===== config.mk =====
export PLATFORM = sky130hd
export DESIGN_NAME = status_led_pattern_generator
export DESIGN_NICKNAME = d
export VERILOG_FILES = /design/src/sv/slpg_pkg.sv /design/src/sv/slpg_ctrl.sv /design/src/sv/slpg_phase.sv /design/src/sv/slpg_shade.sv /design/src/sv/status_led_pattern_generator.sv
export VERILOG_INCLUDE_DIRS = /design/src /design/src/sv
export SDC_FILE = /design/constraint.sdc
export NUM_CORES = 2
export LEC_CHECK = 0
export BUFFER_PORTS_ARGS = -buffer_cell sky130_fd_sc_hd__buf_2
export CORE_MARGIN = 4
export CORE_UTILIZATION = 67
export DETAILED_ROUTE_END_ITERATION = 10
export GPL_TIMING_DRIVEN = 0
export PLACE_DENSITY = 0.84
export SLEW_MARGIN = 0
export SYNTH_ARGS = -nofsm -noshare
export SYNTH_HDL_FRONTEND = slang
export SYNTH_HIERARCHICAL = 1
export SYNTH_SLANG_ARGS = --single-unit

===== constraint.sdc =====
create_clock -name clk_i -period 10.5 [get_ports clk_i]
set_input_delay 0 -clock clk_i [delete_from_list [all_inputs] [get_ports clk_i]]
set_output_delay 0 -clock clk_i [all_outputs]
set_load 0.01 [all_outputs]

===== src/sv/status_led_pattern_generator_macros.svh =====
// Assertion macros for the status LED pattern generator.
// Included by the RTL files that carry concurrent checks; needs clk_i and rst_ni in scope.
`ifndef STATUS_LED_PATTERN_GENERATOR_MACROS_SVH
`define STATUS_LED_PATTERN_GENERATOR_MACROS_SVH

// Checks a property on every rising clock edge outside reset.
`define SLPG_ASSERT(name, prop, msg) \
  name: assert property (@(posedge clk_i) disable iff (!rst_ni) (prop)) \
    else $error(msg);

// Checks that the consequent holds in the cycle after the antecedent.
`define SLPG_ASSERT_NEXT(name, pre, post, msg) \
  name: assert property (@(posedge clk_i) disable iff (!rst_ni) (pre) |=> (post)) \
    else $error(msg);

`endif


===== src/sv/slpg_pkg.sv =====
// Shared types and constants of the status LED pattern generator.
// Used by every module of the block; depends on nothing.
package slpg_pkg;

  localparam int unsigned TimeW     = 32;
  localparam int unsigned ChanW     = 8;
  localparam int unsigned ModeW     = 4;
  localparam int unsigned CmdW      = 2;
  localparam int unsigned FrameIntW = 10;
  localparam int unsigned BootHoldW = 14;
  localparam int unsigned CfgIdxW   = 1;
  localparam int unsigned CfgDataW  = 14;
  localparam int unsigned RemW      = 9;   // every odd divisor is below 512
  localparam int unsigned DtLoW     = 5;   // widest power-of-two factor of a period
  localparam int unsigned PhaseW    = 12;
  localparam int unsigned MirrorW   = 11;
  localparam int unsigned RecipW    = 33;
  localparam int unsigned ProdW     = TimeW + RecipW;
  localparam int unsigned EnvKW     = 15;

  localparam logic [FrameIntW-1:0] FrameIntReset = 10'd33;
  localparam logic [BootHoldW-1:0] BootHoldReset = 14'd400;

  typedef enum logic [CmdW-1:0] {
    CmdStart   = 2'd0,
    CmdTick    = 2'd1,
    CmdSetMode = 2'd2,
    CmdSetApp  = 2'd3
  } cmd_e;

  typedef enum logic [CfgIdxW-1:0] {
    CfgFrameInterval = 1'b0,
    CfgBootHold      = 1'b1
  } cfg_idx_e;

  typedef enum logic [ModeW-1:0] {
    ModeBoot         = 4'd0,
    ModeIdle         = 4'd1,
    ModeConnected    = 4'd2,
    ModeDisconnected = 4'd3,
    ModeListening    = 4'd4,
    ModeSpeaking     = 4'd5,
    ModeWalking      = 4'd6,
    ModeTripped      = 4'd7,
    ModeLowbatt      = 4'd8,
    ModeApp          = 4'd9
  } mode_e;

  typedef struct packed {
    logic [ChanW-1:0] red;
    logic [ChanW-1:0] green;
    logic [ChanW-1:0] blue;
  } rgb_t;

  localparam rgb_t ColBlack   = '{red: 8'd0,   green: 8'd0,  blue: 8'd0};
  localparam rgb_t ColBoot    = '{red: 8'd30,  green: 8'd25, blue: 8'd18};
  localparam rgb_t ColDisconn = '{red: 8'd60,  green: 8'd0,  blue: 8'd0};
  localparam rgb_t ColTripOn  = '{red: 8'd180, green: 8'd0,  blue: 8'd0};
  localparam rgb_t ColLowOn   = '{red: 8'd120, green: 8'd60, blue: 8'd0};
  localparam rgb_t ColLowOff  = '{red: 8'd25,  green: 8'd12, blue: 8'd0};

  // Reciprocals ceil(2^S / n): exact quotients for any 32-bit dividend.
  localparam logic [RecipW-1:0] Recip125 = 33'd4398046512;
  localparam logic [RecipW-1:0] Recip375 = 33'd5864062015;
  localparam logic [RecipW-1:0] Recip75  = 33'd7330077519;
  localparam logic [RecipW-1:0] Recip25  = 33'd5497558139;
  localparam int unsigned Shift125 = 39;
  localparam int unsigned Shift375 = 41;
  localparam int unsigned Shift75  = 39;
  localparam int unsigned Shift25  = 37;

  localparam logic [RemW-1:0] Div125 = 9'd125;
  localparam logic [RemW-1:0] Div375 = 9'd375;
  localparam logic [RemW-1:0] Div75  = 9'd75;
  localparam logic [RemW-1:0] Div25  = 9'd25;

  localparam logic [PhaseW-1:0] PerIdle   = 12'd4000;
  localparam logic [PhaseW-1:0] PerConn   = 12'd3000;
  localparam logic [PhaseW-1:0] PerListen = 12'd600;
  localparam logic [PhaseW-1:0] PerSpeak  = 12'd400;
  localparam logic [PhaseW-1:0] PerWalk   = 12'd1000;
  localparam logic [MirrorW-1:0] MirrorMax = 11'd2000;

  // Envelope step floor(2*amp*m/P) as (m * K) >> Sh, exact over the mirror range.
  localparam logic [EnvKW-1:0] EnvKIdle   = 15'd12585;
  localparam logic [EnvKW-1:0] EnvKConn   = 15'd2622;
  localparam logic [EnvKW-1:0] EnvKListen = 15'd342;
  localparam logic [EnvKW-1:0] EnvKSpeak  = 15'd29493;
  localparam logic [EnvKW-1:0] EnvKWalk   = 15'd820;
  localparam int unsigned EnvShIdle   = 20;
  localparam int unsigned EnvShConn   = 16;
  localparam int unsigned EnvShListen = 10;
  localparam int unsigned EnvShSpeak  = 16;
  localparam int unsigned EnvShWalk   = 12;
  localparam logic [ChanW-1:0] BaseIdle   = 8'd16;
  localparam logic [ChanW-1:0] BaseConn   = 8'd10;
  localparam logic [ChanW-1:0] BaseListen = 8'd25;
  localparam logic [ChanW-1:0] BaseSpeak  = 8'd40;
  localparam logic [ChanW-1:0] BaseWalk   = 8'd20;
  localparam logic [ChanW-1:0] LevelMax   = 8'd130;

  localparam int unsigned PctRecip = 5243;
  localparam int unsigned PctShift = 19;

  // Frame decided by the control stage.
  typedef struct packed {
    logic             vld;
    logic             fixed;
    mode_e            mode;
    logic [TimeW-1:0] dt;
    rgb_t             rgb;
  } frame_t;

  // Low bits of the scaled time and of its quotient by the odd divisor.
  typedef struct packed {
    logic             vld;
    logic             fixed;
    mode_e            mode;
    logic [RemW-1:0]  quo;
    logic [RemW-1:0]  num;
    logic [DtLoW-1:0] dt_lo;
    rgb_t             rgb;
  } quot_t;

  typedef struct packed {
    logic               vld;
    logic               fixed;
    mode_e              mode;
    logic [MirrorW-1:0] mirror;
    logic               odd;
    rgb_t               rgb;
  } phase_t;

  typedef struct packed {
    logic             vld;
    logic             fixed;
    mode_e            mode;
    logic [ChanW-1:0] level;
    logic             odd;
    rgb_t             rgb;
  } level_t;

  // floor(v * k / 100) through a reciprocal, exact while v * k stays below 43690.
  function automatic logic [ChanW-1:0] pct(input logic [ChanW-1:0] v, input int unsigned k);
    logic [31:0] prod;
    prod = 32'(v) * 32'(k * PctRecip);
    return ChanW'(prod >> PctShift);
  endfunction

endpackage


===== src/sv/slpg_ctrl.sv =====
// Control stage: mode state, frame rate cap, configuration registers.
// Depends on slpg_pkg and the assertion macro header.
`include "status_led_pattern_generator_macros.svh"

module slpg_ctrl (
  input  logic                             clk_i,
  input  logic                             rst_ni,
  input  logic                             en_i,
  input  logic                             in_valid_i,
  input  logic [slpg_pkg::CmdW-1:0]        cmd_i,
  input  logic [slpg_pkg::TimeW-1:0]       now_ms_i,
  input  logic [slpg_pkg::ModeW-1:0]       new_mode_i,
  input  logic [slpg_pkg::ChanW-1:0]       app_red_i,
  input  logic [slpg_pkg::ChanW-1:0]       app_green_i,
  input  logic [slpg_pkg::ChanW-1:0]       app_blue_i,
  input  logic                             cfg_valid_i,
  input  logic [slpg_pkg::CfgIdxW-1:0]     cfg_index_i,
  input  logic [slpg_pkg::CfgDataW-1:0]    cfg_data_i,
  output slpg_pkg::frame_t                 frame_o
);

  logic                              fire;
  logic                              started_q, started_d;
  slpg_pkg::mode_e                   mode_q, mode_d;
  slpg_pkg::mode_e                   painted_q, painted_d;
  logic [slpg_pkg::TimeW-1:0]        entered_q, entered_d;
  logic [slpg_pkg::TimeW-1:0]        last_frame_q, last_frame_d;
  slpg_pkg::rgb_t                    app_col_q, app_col_d;
  logic                              app_chg_q, app_chg_d;
  logic [slpg_pkg::FrameIntW-1:0]    frame_int_q;
  logic [slpg_pkg::BootHoldW-1:0]    boot_hold_q;
  logic [slpg_pkg::TimeW-1:0]        dt;
  logic [slpg_pkg::TimeW-1:0]        since;
  logic                              too_soon;
  slpg_pkg::frame_t                  frame_q, frame_d;

  assign fire     = in_valid_i && en_i;
  assign dt       = now_ms_i - entered_q;
  assign since    = now_ms_i - last_frame_q;
  assign too_soon = since < slpg_pkg::TimeW'(frame_int_q);

  always_comb begin
    started_d    = started_q;
    mode_d       = mode_q;
    painted_d    = painted_q;
    entered_d    = entered_q;
    last_frame_d = last_frame_q;
    app_col_d    = app_col_q;
    app_chg_d    = app_chg_q;
    frame_d       = '0;
    frame_d.mode  = mode_q;
    frame_d.dt    = dt;
    frame_d.rgb   = slpg_pkg::ColBlack;
    if (fire) begin
      unique case (slpg_pkg::cmd_e'(cmd_i))
        slpg_pkg::CmdStart: begin
          started_d     = 1'b1;
          entered_d     = now_ms_i;
          if (mode_q != slpg_pkg::ModeBoot) begin
            mode_d    = slpg_pkg::ModeBoot;
            painted_d = slpg_pkg::ModeBoot;
          end
          frame_d.vld   = 1'b1;
          frame_d.fixed = 1'b1;
        end
        slpg_pkg::CmdTick: begin
          if (started_q && !too_soon) begin
            last_frame_d = now_ms_i;
            unique case (mode_q)
              slpg_pkg::ModeBoot: begin
                if (dt < slpg_pkg::TimeW'(boot_hold_q)) begin
                  frame_d.vld   = 1'b1;
                  frame_d.fixed = 1'b1;
                  frame_d.rgb   = slpg_pkg::ColBoot;
                end else begin
                  // Boot hold expired: switch to idle without painting.
                  mode_d    = slpg_pkg::ModeIdle;
                  entered_d = now_ms_i;
                end
                painted_d = slpg_pkg::ModeBoot;
              end
              slpg_pkg::ModeApp: begin
                if (app_chg_q || painted_q != slpg_pkg::ModeApp) begin
                  frame_d.vld   = 1'b1;
                  frame_d.fixed = 1'b1;
                  frame_d.rgb   = app_col_q;
                  app_chg_d     = 1'b0;
                end
                painted_d = slpg_pkg::ModeApp;
              end
              slpg_pkg::ModeDisconnected: begin
                frame_d.vld   = 1'b1;
                frame_d.fixed = 1'b1;
                frame_d.rgb   = slpg_pkg::ColDisconn;
                painted_d     = mode_q;
              end
              default: begin
                frame_d.vld = 1'b1;
                painted_d   = mode_q;
              end
            endcase
          end
        end
        slpg_pkg::CmdSetMode: begin
          if (new_mode_i <= slpg_pkg::ModeApp &&
              slpg_pkg::mode_e'(new_mode_i) != mode_q) begin
            mode_d    = slpg_pkg::mode_e'(new_mode_i);
            entered_d = now_ms_i;
            painted_d = slpg_pkg::ModeBoot;
          end
        end
        slpg_pkg::CmdSetApp: begin
          app_col_d = '{red: app_red_i, green: app_green_i, blue: app_blue_i};
          app_chg_d = 1'b1;
          if (mode_q != slpg_pkg::ModeApp) begin
            mode_d    = slpg_pkg::ModeApp;
            entered_d = now_ms_i;
            painted_d = slpg_pkg::ModeBoot;
          end
        end
      endcase
    end
  end

  always_ff @(posedge clk_i or negedge rst_ni) begin
    if (!rst_ni) begin
      started_q    <= 1'b0;
      mode_q       <= slpg_pkg::ModeBoot;
      painted_q    <= slpg_pkg::ModeBoot;
      entered_q    <= '0;
      last_frame_q <= '0;
      app_col_q    <= slpg_pkg::ColBlack;
      app_chg_q    <= 1'b0;
      frame_q      <= '0;
    end else begin
      started_q    <= started_d;
      mode_q       <= mode_d;
      painted_q    <= painted_d;
      entered_q    <= entered_d;
      last_frame_q <= last_frame_d;
      app_col_q    <= app_col_d;
      app_chg_q    <= app_chg_d;
      if (en_i) begin
        frame_q <= frame_d;
      end
    end
  end

  always_ff @(posedge clk_i or negedge rst_ni) begin
    if (!rst_ni) begin
      frame_int_q <= slpg_pkg::FrameIntReset;
      boot_hold_q <= slpg_pkg::BootHoldReset;
    end else if (cfg_valid_i) begin
      unique case (slpg_pkg::cfg_idx_e'(cfg_index_i))
        slpg_pkg::CfgFrameInterval: frame_int_q <= cfg_data_i[slpg_pkg::FrameIntW-1:0];
        slpg_pkg::CfgBootHold:      boot_hold_q <= cfg_data_i[slpg_pkg::BootHoldW-1:0];
      endcase
    end
  end

  assign frame_o = frame_q;

  `SLPG_ASSERT_NEXT(a_tick_before_start_silent,
    fire && cmd_i == slpg_pkg::CmdTick && !started_q,
    !frame_q.vld,
    "tick before start produced a frame")
  `SLPG_ASSERT(a_computed_frame_mode,
    (frame_q.vld && !frame_q.fixed) |-> (frame_q.mode != slpg_pkg::ModeBoot &&
      frame_q.mode != slpg_pkg::ModeDisconnected && frame_q.mode != slpg_pkg::ModeApp),
    "computed frame carries a fixed colour mode")
  `SLPG_ASSERT(a_mode_entry_clears_painted,
    (mode_q != $past(mode_q)) |-> (painted_q == slpg_pkg::ModeBoot),
    "mode changed without clearing the painted mode")

endmodule


===== src/sv/slpg_phase.sv =====
// Phase unit: reduces elapsed time modulo the mode period and mirrors it.
// Two register stages (reciprocal quotient, then remainder); depends on slpg_pkg.
`include "status_led_pattern_generator_macros.svh"

module slpg_phase (
  input  logic             clk_i,
  input  logic             rst_ni,
  input  logic             en_i,
  input  slpg_pkg::frame_t frame_i,
  output slpg_pkg::phase_t phase_o
);

  logic [slpg_pkg::TimeW-1:0]   num;
  logic [slpg_pkg::RecipW-1:0]  recip;
  logic [slpg_pkg::ProdW-1:0]   prod;
  logic [slpg_pkg::RemW-1:0]    quo;
  slpg_pkg::quot_t              quot_q, quot_d;

  logic [slpg_pkg::RemW-1:0]    divisor;
  logic [2*slpg_pkg::RemW-1:0]  qn;
  logic [slpg_pkg::RemW-1:0]    rem;
  logic [slpg_pkg::PhaseW-1:0]  ph;
  logic [slpg_pkg::PhaseW-1:0]  period;
  logic [slpg_pkg::PhaseW-1:0]  rest;
  slpg_pkg::phase_t             phase_q, phase_d;

  // Each period is 2^s times an odd divisor; only the odd part needs a division.
  always_comb begin
    unique case (frame_i.mode)
      slpg_pkg::ModeIdle: begin
        num   = frame_i.dt >> 5;
        recip = slpg_pkg::Recip125;
      end
      slpg_pkg::ModeConnected: begin
        num   = frame_i.dt >> 3;
        recip = slpg_pkg::Recip375;
      end
      slpg_pkg::ModeListening: begin
        num   = frame_i.dt >> 3;
        recip = slpg_pkg::Recip75;
      end
      slpg_pkg::ModeSpeaking: begin
        num   = frame_i.dt >> 4;
        recip = slpg_pkg::Recip25;
      end
      slpg_pkg::ModeWalking: begin
        num   = frame_i.dt >> 3;
        recip = slpg_pkg::Recip125;
      end
      slpg_pkg::ModeLowbatt: begin
        num   = frame_i.dt >> 2;
        recip = slpg_pkg::Recip125;
      end
      default: begin
        num   = frame_i.dt;
        recip = slpg_pkg::Recip125;
      end
    endcase
  end

  assign prod = {{slpg_pkg::RecipW{1'b0}}, num} * {{slpg_pkg::TimeW{1'b0}}, recip};

  always_comb begin
    unique case (frame_i.mode)
      slpg_pkg::ModeConnected: quo = prod[slpg_pkg::Shift375 +: slpg_pkg::RemW];
      slpg_pkg::ModeListening: quo = prod[slpg_pkg::Shift75 +: slpg_pkg::RemW];
      slpg_pkg::ModeSpeaking:  quo = prod[slpg_pkg::Shift25 +: slpg_pkg::RemW];
      default:                 quo = prod[slpg_pkg::Shift125 +: slpg_pkg::RemW];
    endcase
  end

  always_comb begin
    quot_d.vld   = frame_i.vld;
    quot_d.fixed = frame_i.fixed;
    quot_d.mode  = frame_i.mode;
    quot_d.quo   = quo;
    quot_d.num   = num[slpg_pkg::RemW-1:0];
    quot_d.dt_lo = frame_i.dt[slpg_pkg::DtLoW-1:0];
    quot_d.rgb   = frame_i.rgb;
  end

  // The remainder is below 512, so the low bits of num - quo*n give it exactly.
  always_comb begin
    unique case (quot_q.mode)
      slpg_pkg::ModeConnected: divisor = slpg_pkg::Div375;
      slpg_pkg::ModeListening: divisor = slpg_pkg::Div75;
      slpg_pkg::ModeSpeaking:  divisor = slpg_pkg::Div25;
      default:                 divisor = slpg_pkg::Div125;
    endcase
  end

  assign qn  = {{slpg_pkg::RemW{1'b0}}, quot_q.quo} * {{slpg_pkg::RemW{1'b0}}, divisor};
  assign rem = quot_q.num - qn[slpg_pkg::RemW-1:0];

  always_comb begin
    unique case (quot_q.mode)
      slpg_pkg::ModeIdle: begin
        ph     = {rem[6:0], quot_q.dt_lo};
        period = slpg_pkg::PerIdle;
      end
      slpg_pkg::ModeConnected: begin
        ph     = {rem, quot_q.dt_lo[2:0]};
        period = slpg_pkg::PerConn;
      end
      slpg_pkg::ModeListening: begin
        ph     = {2'b00, rem[6:0], quot_q.dt_lo[2:0]};
        period = slpg_pkg::PerListen;
      end
      slpg_pkg::ModeSpeaking: begin
        ph     = {3'b000, rem[4:0], quot_q.dt_lo[3:0]};
        period = slpg_pkg::PerSpeak;
      end
      slpg_pkg::ModeWalking: begin
        ph     = {2'b00, rem[6:0], quot_q.dt_lo[2:0]};
        period = slpg_pkg::PerWalk;
      end
      default: begin
        ph     = '0;
        period = '0;
      end
    endcase
  end

  assign rest = period - ph;

  always_comb begin
    phase_d.vld    = quot_q.vld;
    phase_d.fixed  = quot_q.fixed;
    phase_d.mode   = quot_q.mode;
    phase_d.mirror = (ph < rest) ? ph[slpg_pkg::MirrorW-1:0] : rest[slpg_pkg::MirrorW-1:0];
    // The divisor is odd, so the quotient parity is the parity of num - rem.
    phase_d.odd    = quot_q.num[0] ^ rem[0];
    phase_d.rgb    = quot_q.rgb;
  end

  always_ff @(posedge clk_i or negedge rst_ni) begin
    if (!rst_ni) begin
      quot_q  <= '0;
      phase_q <= '0;
    end else if (en_i) begin
      quot_q  <= quot_d;
      phase_q <= phase_d;
    end
  end

  assign phase_o = phase_q;

  `SLPG_ASSERT(a_mirror_in_range,
    (phase_q.vld && !phase_q.fixed) |-> (phase_q.mirror <= slpg_pkg::MirrorMax),
    "mirrored phase exceeds half the longest period")

endmodule


===== src/sv/slpg_shade.sv =====
// Shading unit: envelope level, channel scaling and the output register.
// Depends on slpg_pkg and the assertion macro header.
`include "status_led_pattern_generator_macros.svh"

module slpg_shade (
  input  logic                        clk_i,
  input  logic                        rst_ni,
  input  logic                        en_i,
  input  slpg_pkg::phase_t            phase_i,
  output logic                        out_valid_o,
  output logic [slpg_pkg::ChanW-1:0]  pixel_red_o,
  output logic [slpg_pkg::ChanW-1:0]  pixel_green_o,
  output logic [slpg_pkg::ChanW-1:0]  pixel_blue_o
);

  logic [slpg_pkg::EnvKW-1:0]  env_k;
  logic [slpg_pkg::ChanW-1:0]  base;
  logic [31:0]                 env_prod;
  logic [slpg_pkg::ChanW-1:0]  env;
  slpg_pkg::level_t            level_q, level_d;
  logic [slpg_pkg::ChanW-1:0]  v;
  slpg_pkg::rgb_t              pix_d, pix_q;
  logic                        out_vld_q;

  always_comb begin
    unique case (phase_i.mode)
      slpg_pkg::ModeIdle: begin
        env_k = slpg_pkg::EnvKIdle;
        base  = slpg_pkg::BaseIdle;
      end
      slpg_pkg::ModeConnected: begin
        env_k = slpg_pkg::EnvKConn;
        base  = slpg_pkg::BaseConn;
      end
      slpg_pkg::ModeListening: begin
        env_k = slpg_pkg::EnvKListen;
        base  = slpg_pkg::BaseListen;
      end
      slpg_pkg::ModeSpeaking: begin
        env_k = slpg_pkg::EnvKSpeak;
        base  = slpg_pkg::BaseSpeak;
      end
      slpg_pkg::ModeWalking: begin
        env_k = slpg_pkg::EnvKWalk;
        base  = slpg_pkg::BaseWalk;
      end
      default: begin
        env_k = '0;
        base  = '0;
      end
    endcase
  end

  assign env_prod = 32'(phase_i.mirror) * 32'(env_k);

  always_comb begin
    unique case (phase_i.mode)
      slpg_pkg::ModeIdle:      env = env_prod[slpg_pkg::EnvShIdle +: slpg_pkg::ChanW];
      slpg_pkg::ModeConnected: env = env_prod[slpg_pkg::EnvShConn +: slpg_pkg::ChanW];
      slpg_pkg::ModeListening: env = env_prod[slpg_pkg::EnvShListen +: slpg_pkg::ChanW];
      slpg_pkg::ModeSpeaking:  env = env_prod[slpg_pkg::EnvShSpeak +: slpg_pkg::ChanW];
      slpg_pkg::ModeWalking:   env = env_prod[slpg_pkg::EnvShWalk +: slpg_pkg::ChanW];
      default:                 env = '0;
    endcase
  end

  always_comb begin
    level_d.vld   = phase_i.vld;
    level_d.fixed = phase_i.fixed;
    level_d.mode  = phase_i.mode;
    level_d.level = base + env;
    level_d.odd   = phase_i.odd;
    level_d.rgb   = phase_i.rgb;
  end

  assign v = level_q.level;

  always_comb begin
    unique case (level_q.mode)
      slpg_pkg::ModeIdle:
        pix_d = '{red: v, green: slpg_pkg::pct(v, 85), blue: slpg_pkg::pct(v, 65)};
      slpg_pkg::ModeConnected:
        pix_d = '{red: slpg_pkg::pct(v, 15), green: v, blue: slpg_pkg::pct(v, 25)};
      slpg_pkg::ModeListening:
        pix_d = '{red: slpg_pkg::pct(v, 20), green: slpg_pkg::pct(v, 40), blue: v};
      slpg_pkg::ModeSpeaking:
        pix_d = '{red: '0, green: v, blue: v};
      slpg_pkg::ModeWalking:
        pix_d = '{red: '0, green: v, blue: slpg_pkg::pct(v, 15)};
      slpg_pkg::ModeTripped:
        pix_d = level_q.odd ? slpg_pkg::ColBlack : slpg_pkg::ColTripOn;
      slpg_pkg::ModeLowbatt:
        pix_d = level_q.odd ? slpg_pkg::ColLowOff : slpg_pkg::ColLowOn;
      default:
        pix_d = level_q.rgb;
    endcase
    if (level_q.fixed) begin
      pix_d = level_q.rgb;
    end
  end

  always_ff @(posedge clk_i or negedge rst_ni) begin
    if (!rst_ni) begin
      level_q   <= '0;
      out_vld_q <= 1'b0;
    end else if (en_i) begin
      level_q   <= level_d;
      out_vld_q <= level_q.vld;
    end
  end

  always_ff @(posedge clk_i) begin
    if (en_i) begin
      pix_q <= pix_d;
    end
  end

  assign out_valid_o   = out_vld_q;
  assign pixel_red_o   = pix_q.red;
  assign pixel_green_o = pix_q.green;
  assign pixel_blue_o  = pix_q.blue;

  `SLPG_ASSERT(a_level_in_range,
    (level_q.vld && !level_q.fixed && (level_q.mode == slpg_pkg::ModeIdle ||
      level_q.mode == slpg_pkg::ModeConnected || level_q.mode == slpg_pkg::ModeListening ||
      level_q.mode == slpg_pkg::ModeSpeaking || level_q.mode == slpg_pkg::ModeWalking))
      |-> (level_q.level <= slpg_pkg::LevelMax),
    "breathing level above its peak")

endmodule


===== src/sv/status_led_pattern_generator.sv =====
// Top level of the status LED pattern generator.
// Instantiates slpg_ctrl, slpg_phase and slpg_shade; depends on slpg_pkg.
//
// Usage: commands (start, tick, set mode, set app colour) enter on the input
// channel; a transaction is taken when in_valid_i is high and in_stall_o low.
// Start always yields a black pixel; a tick yields at most one pixel, and only
// when at least frame_interval_ms has passed since the last tick let through.
// Set mode and set app colour yield nothing. Pixels leave on the output channel,
// taken when out_valid_o is high and out_stall_i low.
// Throughput: one command per cycle while in_stall_o is low. A command that
// yields no pixel leaves a bubble in the five-register pipeline (control,
// quotient, phase, level, output), whose longest stage is the 32 by 33 bit
// reciprocal multiply in the quotient.
// A stalled output freezes the whole pipeline and raises in_stall_o in the same
// cycle, so nothing is lost; in_stall_o equals out_valid_o and out_stall_i.
// Configuration writes (0 frame interval, 1 boot hold) are always ready. The user
// must make them while no command is in flight; the block does not enforce this.
// Reset: mode boot, not started, no frame rendered, interval 33 ms, boot hold
// 400 ms, pipeline empty.

module status_led_pattern_generator (
  input  logic                           clk_i,
  input  logic                           rst_ni,
  input  logic                           in_valid_i,
  output logic                           in_stall_o,
  input  logic [slpg_pkg::CmdW-1:0]      cmd_i,
  input  logic [slpg_pkg::TimeW-1:0]     now_ms_i,
  input  logic [slpg_pkg::ModeW-1:0]     new_mode_i,
  input  logic [slpg_pkg::ChanW-1:0]     app_red_i,
  input  logic [slpg_pkg::ChanW-1:0]     app_green_i,
  input  logic [slpg_pkg::ChanW-1:0]     app_blue_i,
  output logic                           out_valid_o,
  input  logic                           out_stall_i,
  output logic [slpg_pkg::ChanW-1:0]     pixel_red_o,
  output logic [slpg_pkg::ChanW-1:0]     pixel_green_o,
  output logic [slpg_pkg::ChanW-1:0]     pixel_blue_o,
  input  logic                           cfg_valid_i,
  output logic                           cfg_ready_o,
  input  logic [slpg_pkg::CfgIdxW-1:0]   cfg_index_i,
  input  logic [slpg_pkg::CfgDataW-1:0]  cfg_data_i
);

  logic             en;
  slpg_pkg::frame_t frame;
  slpg_pkg::phase_t phase;

  // The pipeline moves whenever the output register is empty or being taken.
  assign en          = !out_valid_o || !out_stall_i;
  assign in_stall_o  = !en;
  assign cfg_ready_o = 1'b1;

  slpg_ctrl u_ctrl (
    .clk_i       (clk_i),
    .rst_ni      (rst_ni),
    .en_i        (en),
    .in_valid_i  (in_valid_i),
    .cmd_i       (cmd_i),
    .now_ms_i    (now_ms_i),
    .new_mode_i  (new_mode_i),
    .app_red_i   (app_red_i),
    .app_green_i (app_green_i),
    .app_blue_i  (app_blue_i),
    .cfg_valid_i (cfg_valid_i),
    .cfg_index_i (cfg_index_i),
    .cfg_data_i  (cfg_data_i),
    .frame_o     (frame)
  );

  slpg_phase u_phase (
    .clk_i   (clk_i),
    .rst_ni  (rst_ni),
    .en_i    (en),
    .frame_i (frame),
    .phase_o (phase)
  );

  slpg_shade u_shade (
    .clk_i         (clk_i),
    .rst_ni        (rst_ni),
    .en_i          (en),
    .phase_i       (phase),
    .out_valid_o   (out_valid_o),
    .pixel_red_o   (pixel_red_o),
    .pixel_green_o (pixel_green_o),
    .pixel_blue_o  (pixel_blue_o)
  );

endmodule


## Yosys cells after proc, flatten, opt, wreduce, memory -nomap -nowiden

Index checks and enable logic that the tools add are counted.

- Output and inout port bits: 27
- Input port bits: 82
- Register bits after elaboration: 343
- Logic and storage cells: 180

- Bitwise operators: 2
- Muxes and demuxes: 49
- Multiply operators: 9
- Eq/ne operators: 39
- Add/sub/neg operators: 5
- Magnitude comparators: 4
- Reduce and logical (&&, ||, !) cells: 25

Operators with widths:

| operator | number |
|---|---|
| 32-bit one-hot mux with 4 select lines | 2 |
| 24-bit one-hot mux with 7 select lines | 1 |
| 32-bit 2-to-1 mux | 5 |
| 24-bit 2-to-1 mux | 6 |
| 32-bit one-hot mux with 3 select lines | 1 |
| 15-bit one-hot mux with 5 select lines | 1 |
| 24-bit one-hot mux with 3 select lines | 1 |
| 32-bit subtractor | 2 |
| 12-bit one-hot mux with 5 select lines | 1 |
| 8-bit by 19-bit multiplier with 27-bit output (second input constant) | 2 |
| 4-bit by 3-bit equality test with 1-bit output (second input constant) | 13 |
| 32-bit by 33-bit multiplier with 50-bit output | 1 |
| 12-bit one-hot mux with 4 select lines | 1 |
| 8-bit by 15-bit multiplier with 23-bit output (second input constant) | 2 |
| 4-bit 2-to-1 mux | 9 |
| 32-bit by 10-bit < comparator with 1-bit output | 1 |
| 32-bit by 14-bit < comparator with 1-bit output | 1 |
| 4-bit one-hot mux with 4 select lines | 2 |
| 8-bit one-hot mux with 4 select lines | 1 |
| 6-bit one-hot mux with 5 select lines | 1 |
| 9-bit one-hot mux with 3 select lines | 1 |
| 11-bit by 15-bit multiplier with 26-bit output | 1 |
| 8-bit by 18-bit multiplier with 26-bit output (second input constant) | 1 |
| 8-bit by 17-bit multiplier with 25-bit output (second input constant) | 1 |
| other kinds (41) | 75 |

## Logic depth before layout (Yosys ltp)

- Depth after elaboration: 8
- Mapped depth: 40
- Depth with buffers taken out: 36

## By module

Netlist, hierarchy kept.

Modules (own cells, without submodules):

| module | sequential area each (um^2) | times used | cells an instance | area an instance (um^2) |
|---|---|---|---|---|
| slpg_phase | 2377.3 | 1 | 3590 | 32721.4 |
| slpg_shade | 1721.7 | 1 | 1445 | 13589.3 |
| slpg_ctrl | 4610.7 | 1 | 1442 | 12911.1 |
| status_led_pattern_generator | 0.0 | 1 | 4 | 21.3 |

## Worst setup path before layout

OpenSTA, ideal clock, no wires.

- Path type: register -> register
- Start point: register u_ctrl.frame_q (netlist bit u_ctrl/frame_o[57])
- End point: register u_phase/quot_q[43] (netlist name)
- Clock period less this slack: 9.658 ns
- Arrival: 9.534 ns
- Data required time: 10.376 ns
- Stages on the path, launching flop included: 36
- Path slack: 0.842 ns
- Cells stage by stage: dfrtp_1 > buf_6 > or4b_1 > buf_2 > o311ai_4 > buf_2 > buf_2 > buf_2 > nand3_1 > o21ai_0 > clkinv_1 > o21ai_0 > fa_1 > inv_1 > fa_1 > fa_1 > inv_1 > fa_1 > inv_1 > fa_1 > fa_1 > fa_1 > inv_1 > fa_1 > inv_1 > ha_1 > a21o_1 > o21bai_1 > a21o_1 > a21o_1 > a221oi_1 > o41ai_2 > a41oi_1 > xor2_1 > o221ai_1 > o31a_1

- Longest elaborated chain between the ends: 5
- Elaborated cells between the ends (all ways): 11
- Classes of those cells: mul (1); eq/ne (6); mux (3); reduce/logical (1)

Ends and longest elaborated chain:

| item | line | RTL |
|---|---|---|
| start: declaration | slpg_ctrl.sv:35 | `slpg_pkg::frame_t frame_q, frame_d;` |
| start signal: assignment | slpg_ctrl.sv:144 | `frame_q <= frame_d;` |
| 4-bit by 3-bit equality test with 1-bit output or 4-bit by 2-bit equality test with 1-bit output (tied branches) | slpg_phase.sv:29 | `unique case (frame_i.mode)` |
| 3-bit OR reduction (no line) | - |  |
| 32-bit one-hot mux with 4 select lines (*) | slpg_phase.sv:29 |  |
| named net u_phase.num, one bit | slpg_phase.sv:13 | `logic [slpg_pkg::TimeW-1:0] num;` |
| 32-bit by 33-bit multiplier with 50-bit output (*) | slpg_phase.sv:61 | `assign prod = {{slpg_pkg::RecipW{1'b0}}, num} * {{slpg_pkg::TimeW{1'b0}}, recip};` |
| 9-bit one-hot mux with 2 select lines (*) | slpg_phase.sv:64 | `unique case (frame_i.mode)` |
| end signal: assignment | slpg_phase.sv:141 | `quot_q <= quot_d;` |
| end: declaration | slpg_phase.sv:17 | `slpg_pkg::quot_t quot_q, quot_d;` |

Mark *: on every way through the listed nets, which the timed path passes. The rest lies on a longest branch.
A chain may end at the register's enable or synchronous reset.

## Worst setup path in the final report

- Start point: register u_ctrl.frame_q (netlist bit u_ctrl/frame_o[58])
- End point: register u_phase/quot_q[46] (netlist name)

- Longest elaborated chain between the ends: 5
- Elaborated cells between the ends (all ways): 11
- Classes of those cells: mul (1); eq/ne (6); mux (3); reduce/logical (1)

Ends and longest elaborated chain:

| item | line |
|---|---|
| 4-bit by 3-bit equality test with 1-bit output or 4-bit by 2-bit equality test with 1-bit output (tied branches) | slpg_phase.sv:29, slpg_phase.sv:64 |
| 3-bit OR reduction (no line) | - |
| 32-bit one-hot mux with 4 select lines | slpg_phase.sv:29 |
| 32-bit by 33-bit multiplier with 50-bit output | slpg_phase.sv:61 |
| 9-bit one-hot mux with 2 select lines (*) | slpg_phase.sv:64 |

Every way passes the cells marked *; elsewhere a longest branch is shown, timed or not.

==> key figures <==
Worst setup path
  – Critical Path RT: 10.97 ns
  – Buf/Inv on CP: 11
  – CP max-delay cell: fa_1
  – Largest stage delay on the critical path: 0.56 ns
  – Crit path max-delay family: adder cells
  – Worst-path fanout max: 10
  – Critical path launch point type: register
  – CP dominant cell by count: fa_1
  – Arrival time at the worst endpoint: 10.92 ns
  – CP endpoint kind: register
  – Critical path type: reg2reg

Synthesis
  – Cells after synthesis: 6481
  – Post-synthesis compound-gate area fraction: 12.2%
  – Primary FF master, synth: dfrtp_1
  – Post-synth design cell area: 59200 µm²
  – Mux contribution to synthesized area: 4.44%
  – EDFF count, synth: 24
  – Xor/xnor cell area share of the yosys netlist: 2.34%
  – Sequential element share of the synthesized area: 14.7%
  – Adder-Cell Fraction of Synth Area: 44.3%
  – Main combinational cell family by area after synthesis: adder cells
  – Yosys warnings: 6
  – FF+latch count, synth: 343
  – Asr flop ratio synth: 93.0%
  – Mean Syn Cell Area: 9.14 µm²
  – Count of different cell masters after synthesis: 121
  – Simple-gate share of the synthesized area: 10.8%

Detailed routing
  – Drt first pass iters: 11
  – Wire length on met3: 28600 µm
  – Met1 wire length: 79200 µm
  – DRT antenna net count: 0
  – Vias/cell: 6.37
  – Routed wl met2: 89400 µm
  – Residual DRC: 0
  – Initial drt markers: 6703
  – Highest routed metal layer: met5
  – Total number of vias: 50700
  – Wire per inst: 26.2 µm
  – Total Wirelength: 209000 µm

Global routing
  – Initial antenna violation count: 14
  – GRT overflow: 0
  – GRT Total Usage: 44.8%
  – Largest net degree at the start of global routing: 123
  – Vias in the first global route: 52500
  – First-pass GRT wire length: 317000 µm

Worst hold path
  – Hold crit path type: in2async

Placement
  – PortBufs: 106
  – Detail Placement HPWL: 167000 µm
  – DP Worst Slack: -1.79 ns
  – Routability Congestion: 1.09

CTS
  – H-tree depth: 2
  – Maximum root-to-sink buffer count: 3
  – CTS clk-pin slew, worst paths: 0.07 ns
  – Clock sink total: 343
  – Clock insertion delay at the later pin of the skew report: 0.56 ns
  – CTS Buf Count: 36
  – CTS tree: yes
  – Root Driver: clkbuf_16

Flow run
  – Max Cap Violations: 1

Timing
  – Hold Worst Slack: 0.0537 ns
  – Period Utilization, post-route: 99.5%
  – Worst Slack Setup Final: 0.0528 ns
  – Worst slew pin tran: 1.54 ns
  – Tmin final: 10.45 ns
  – Final Hold Fails: 0
  – Max-slew violation count: 6
  – Final setup viols: 0
  – Layout Skew: 0.0304 ns
  – Slew margin rel.: -4.01%
  – Fmax: 0.0957 GHz
  – Setup_tns: 0 ns

Die
  – Core area: 87300 µm²
  – Row cnt: 108
  – Die width: 305 µm
  – Die ar.: 93200 µm²
  – Die H: 305 µm
  – Initial Utilization: 67.9%
  – I/O pin count: 109

Run status
  – Status: finished with violations
  – Violated checks: capacitance limit, slew limit

Cells and area
  – Most frequent cells in the layout: inv_1, fa_1, ha_1
  – Share of cells above drive strength 1: 9.86%
  – Most common cell after layout, fill and taps aside: inv_1
  – Layout Nets: 8413
  – Area grow syn2layout: 8.54%
-- repair_timing --
action	CTS	global route
cloned	0	1
setup endpoints to repair	9	9
buffers inserted	9	34
pin swaps	4	10
gates resized for setup	119	145
hold buffers	78	0
endpoints found under the hold margin	205	0
-- area by class of cell --
type                    instances  area [µm²]
multi-input cells            4409       44300
fillers                      6385       23000
flip-flops and latches        343        8710
inverters                    1505        5690
repair buffers                232        1740
well taps                    1155        1450
plain buffers                 240        1130
clock buffers                  46         998
clock inverters                19         229
diodes                          4        10.0
-- path summary, 6_finish.rpt --
kind                                                       to  slack [ns]                                from  cells after the start
max                            u_phase/quot_q[46]$_DFFE_PN0P_        0.05      u_ctrl/frame_o[58]$_DFFE_PN0P_                     32
min                        u_ctrl/last_frame_q[7]$_DFFE_PN0P_        0.05                              rst_ni                      2
max reg2reg                    u_phase/quot_q[46]$_DFFE_PN0P_        0.05      u_ctrl/frame_o[58]$_DFFE_PN0P_                     32
min reg2reg                u_ctrl/last_frame_q[9]$_DFFE_PN0P_        0.49  u_ctrl/last_frame_q[9]$_DFFE_PN0P_                      1
max in group asynchronous    u_ctrl/app_col_q[17]$_DFFE_PN0P_        8.90                              rst_ni                      4
min in group clk_i          u_ctrl/frame_int_q[5]$_DFFE_PN1P_        0.07                         cfg_index_i                      5
-- through the flow --
stage,instance area [µm²],util [%],cells
floorplan,59300,-,6502
global placement,61300,70.2,7763
detailed placement,61400,70.3,7767
CTS,63800,73.1,7915
global route,64300,73.7,7950
finish,64300,73.7,7953
-- cell families after synthesis --
kind of cell               count (synthesis)
other                                      3
adders and majority gates               1566
DFF                                      343
AOI/OAI and AO/OA                       1056
xor gates and xnor gates                 155
and+or+nand+nor                         1373
muxes                                    235
buffers and inverters                   1750
-- flip-flops by register name, summed over array words and instances, names as in the netlist --
signal,cells
u_ctrl/last_frame_q,32
u_phase/quot_q,23
u_shade/pixel_green_o,8
u_shade/pixel_blue_o,8
u_ctrl/frame_o,62
u_ctrl/frame_int_q,10
u_ctrl/entered_q,32
u_phase/phase_d,30
u_ctrl/painted_q,4
u_shade/level_q,31
u_shade/pixel_red_o,8
u_ctrl/boot_hold_q,14
u_shade/out_valid_o,1
u_shade/v,8
u_ctrl/mode_q,4
u_ctrl/app_col_q,24
u_ctrl/app_chg_q,1
u_phase/phase_o,42
u_ctrl/started_q,1
-- layer usage --
layer | up-vias | track usage, %
li1 | 21500 | -
met1 | 24800 | 60.6
met2 | 3617 | 66.0
met3 | 743 | 15.6
met4 | 18 | 19.1
met5 | - | 0
-- synthesized netlist by cell type, types with 26 or more instances --
library cell / count / area (µm²)
a21o_1: 86 / 646
a21oi_1: 236 / 1180
a31oi_1: 75 / 469
a32o_1: 27 / 270
and2_1: 84 / 526
buf_2: 29 / 145
clkbuf_1: 187 / 702
dfrtp_1: 314 / 7860
fa_1: 883 / 17700
ha_1: 681 / 8520
inv_1: 1487 / 5580
mux2_1: 32 / 360
mux2_2: 185 / 2080
nand2_1: 475 / 1780
nand2b_1: 45 / 282
nand3_1: 98 / 490
nand4_1: 35 / 219
nor2_1: 400 / 1500
nor2b_1: 27 / 169
nor3_1: 46 / 230
o211ai_1: 59 / 443
o21a_1: 29 / 218
o21ai_0: 209 / 1050
o311ai_0: 35 / 307
or2_2: 32 / 200
or3_1: 26 / 163
xnor2_1: 109 / 955
xor2_1: 44 / 385
Power is not shown: default switching activity piles up to over one toggle a cycle in this logic, so the estimate is an artifact.
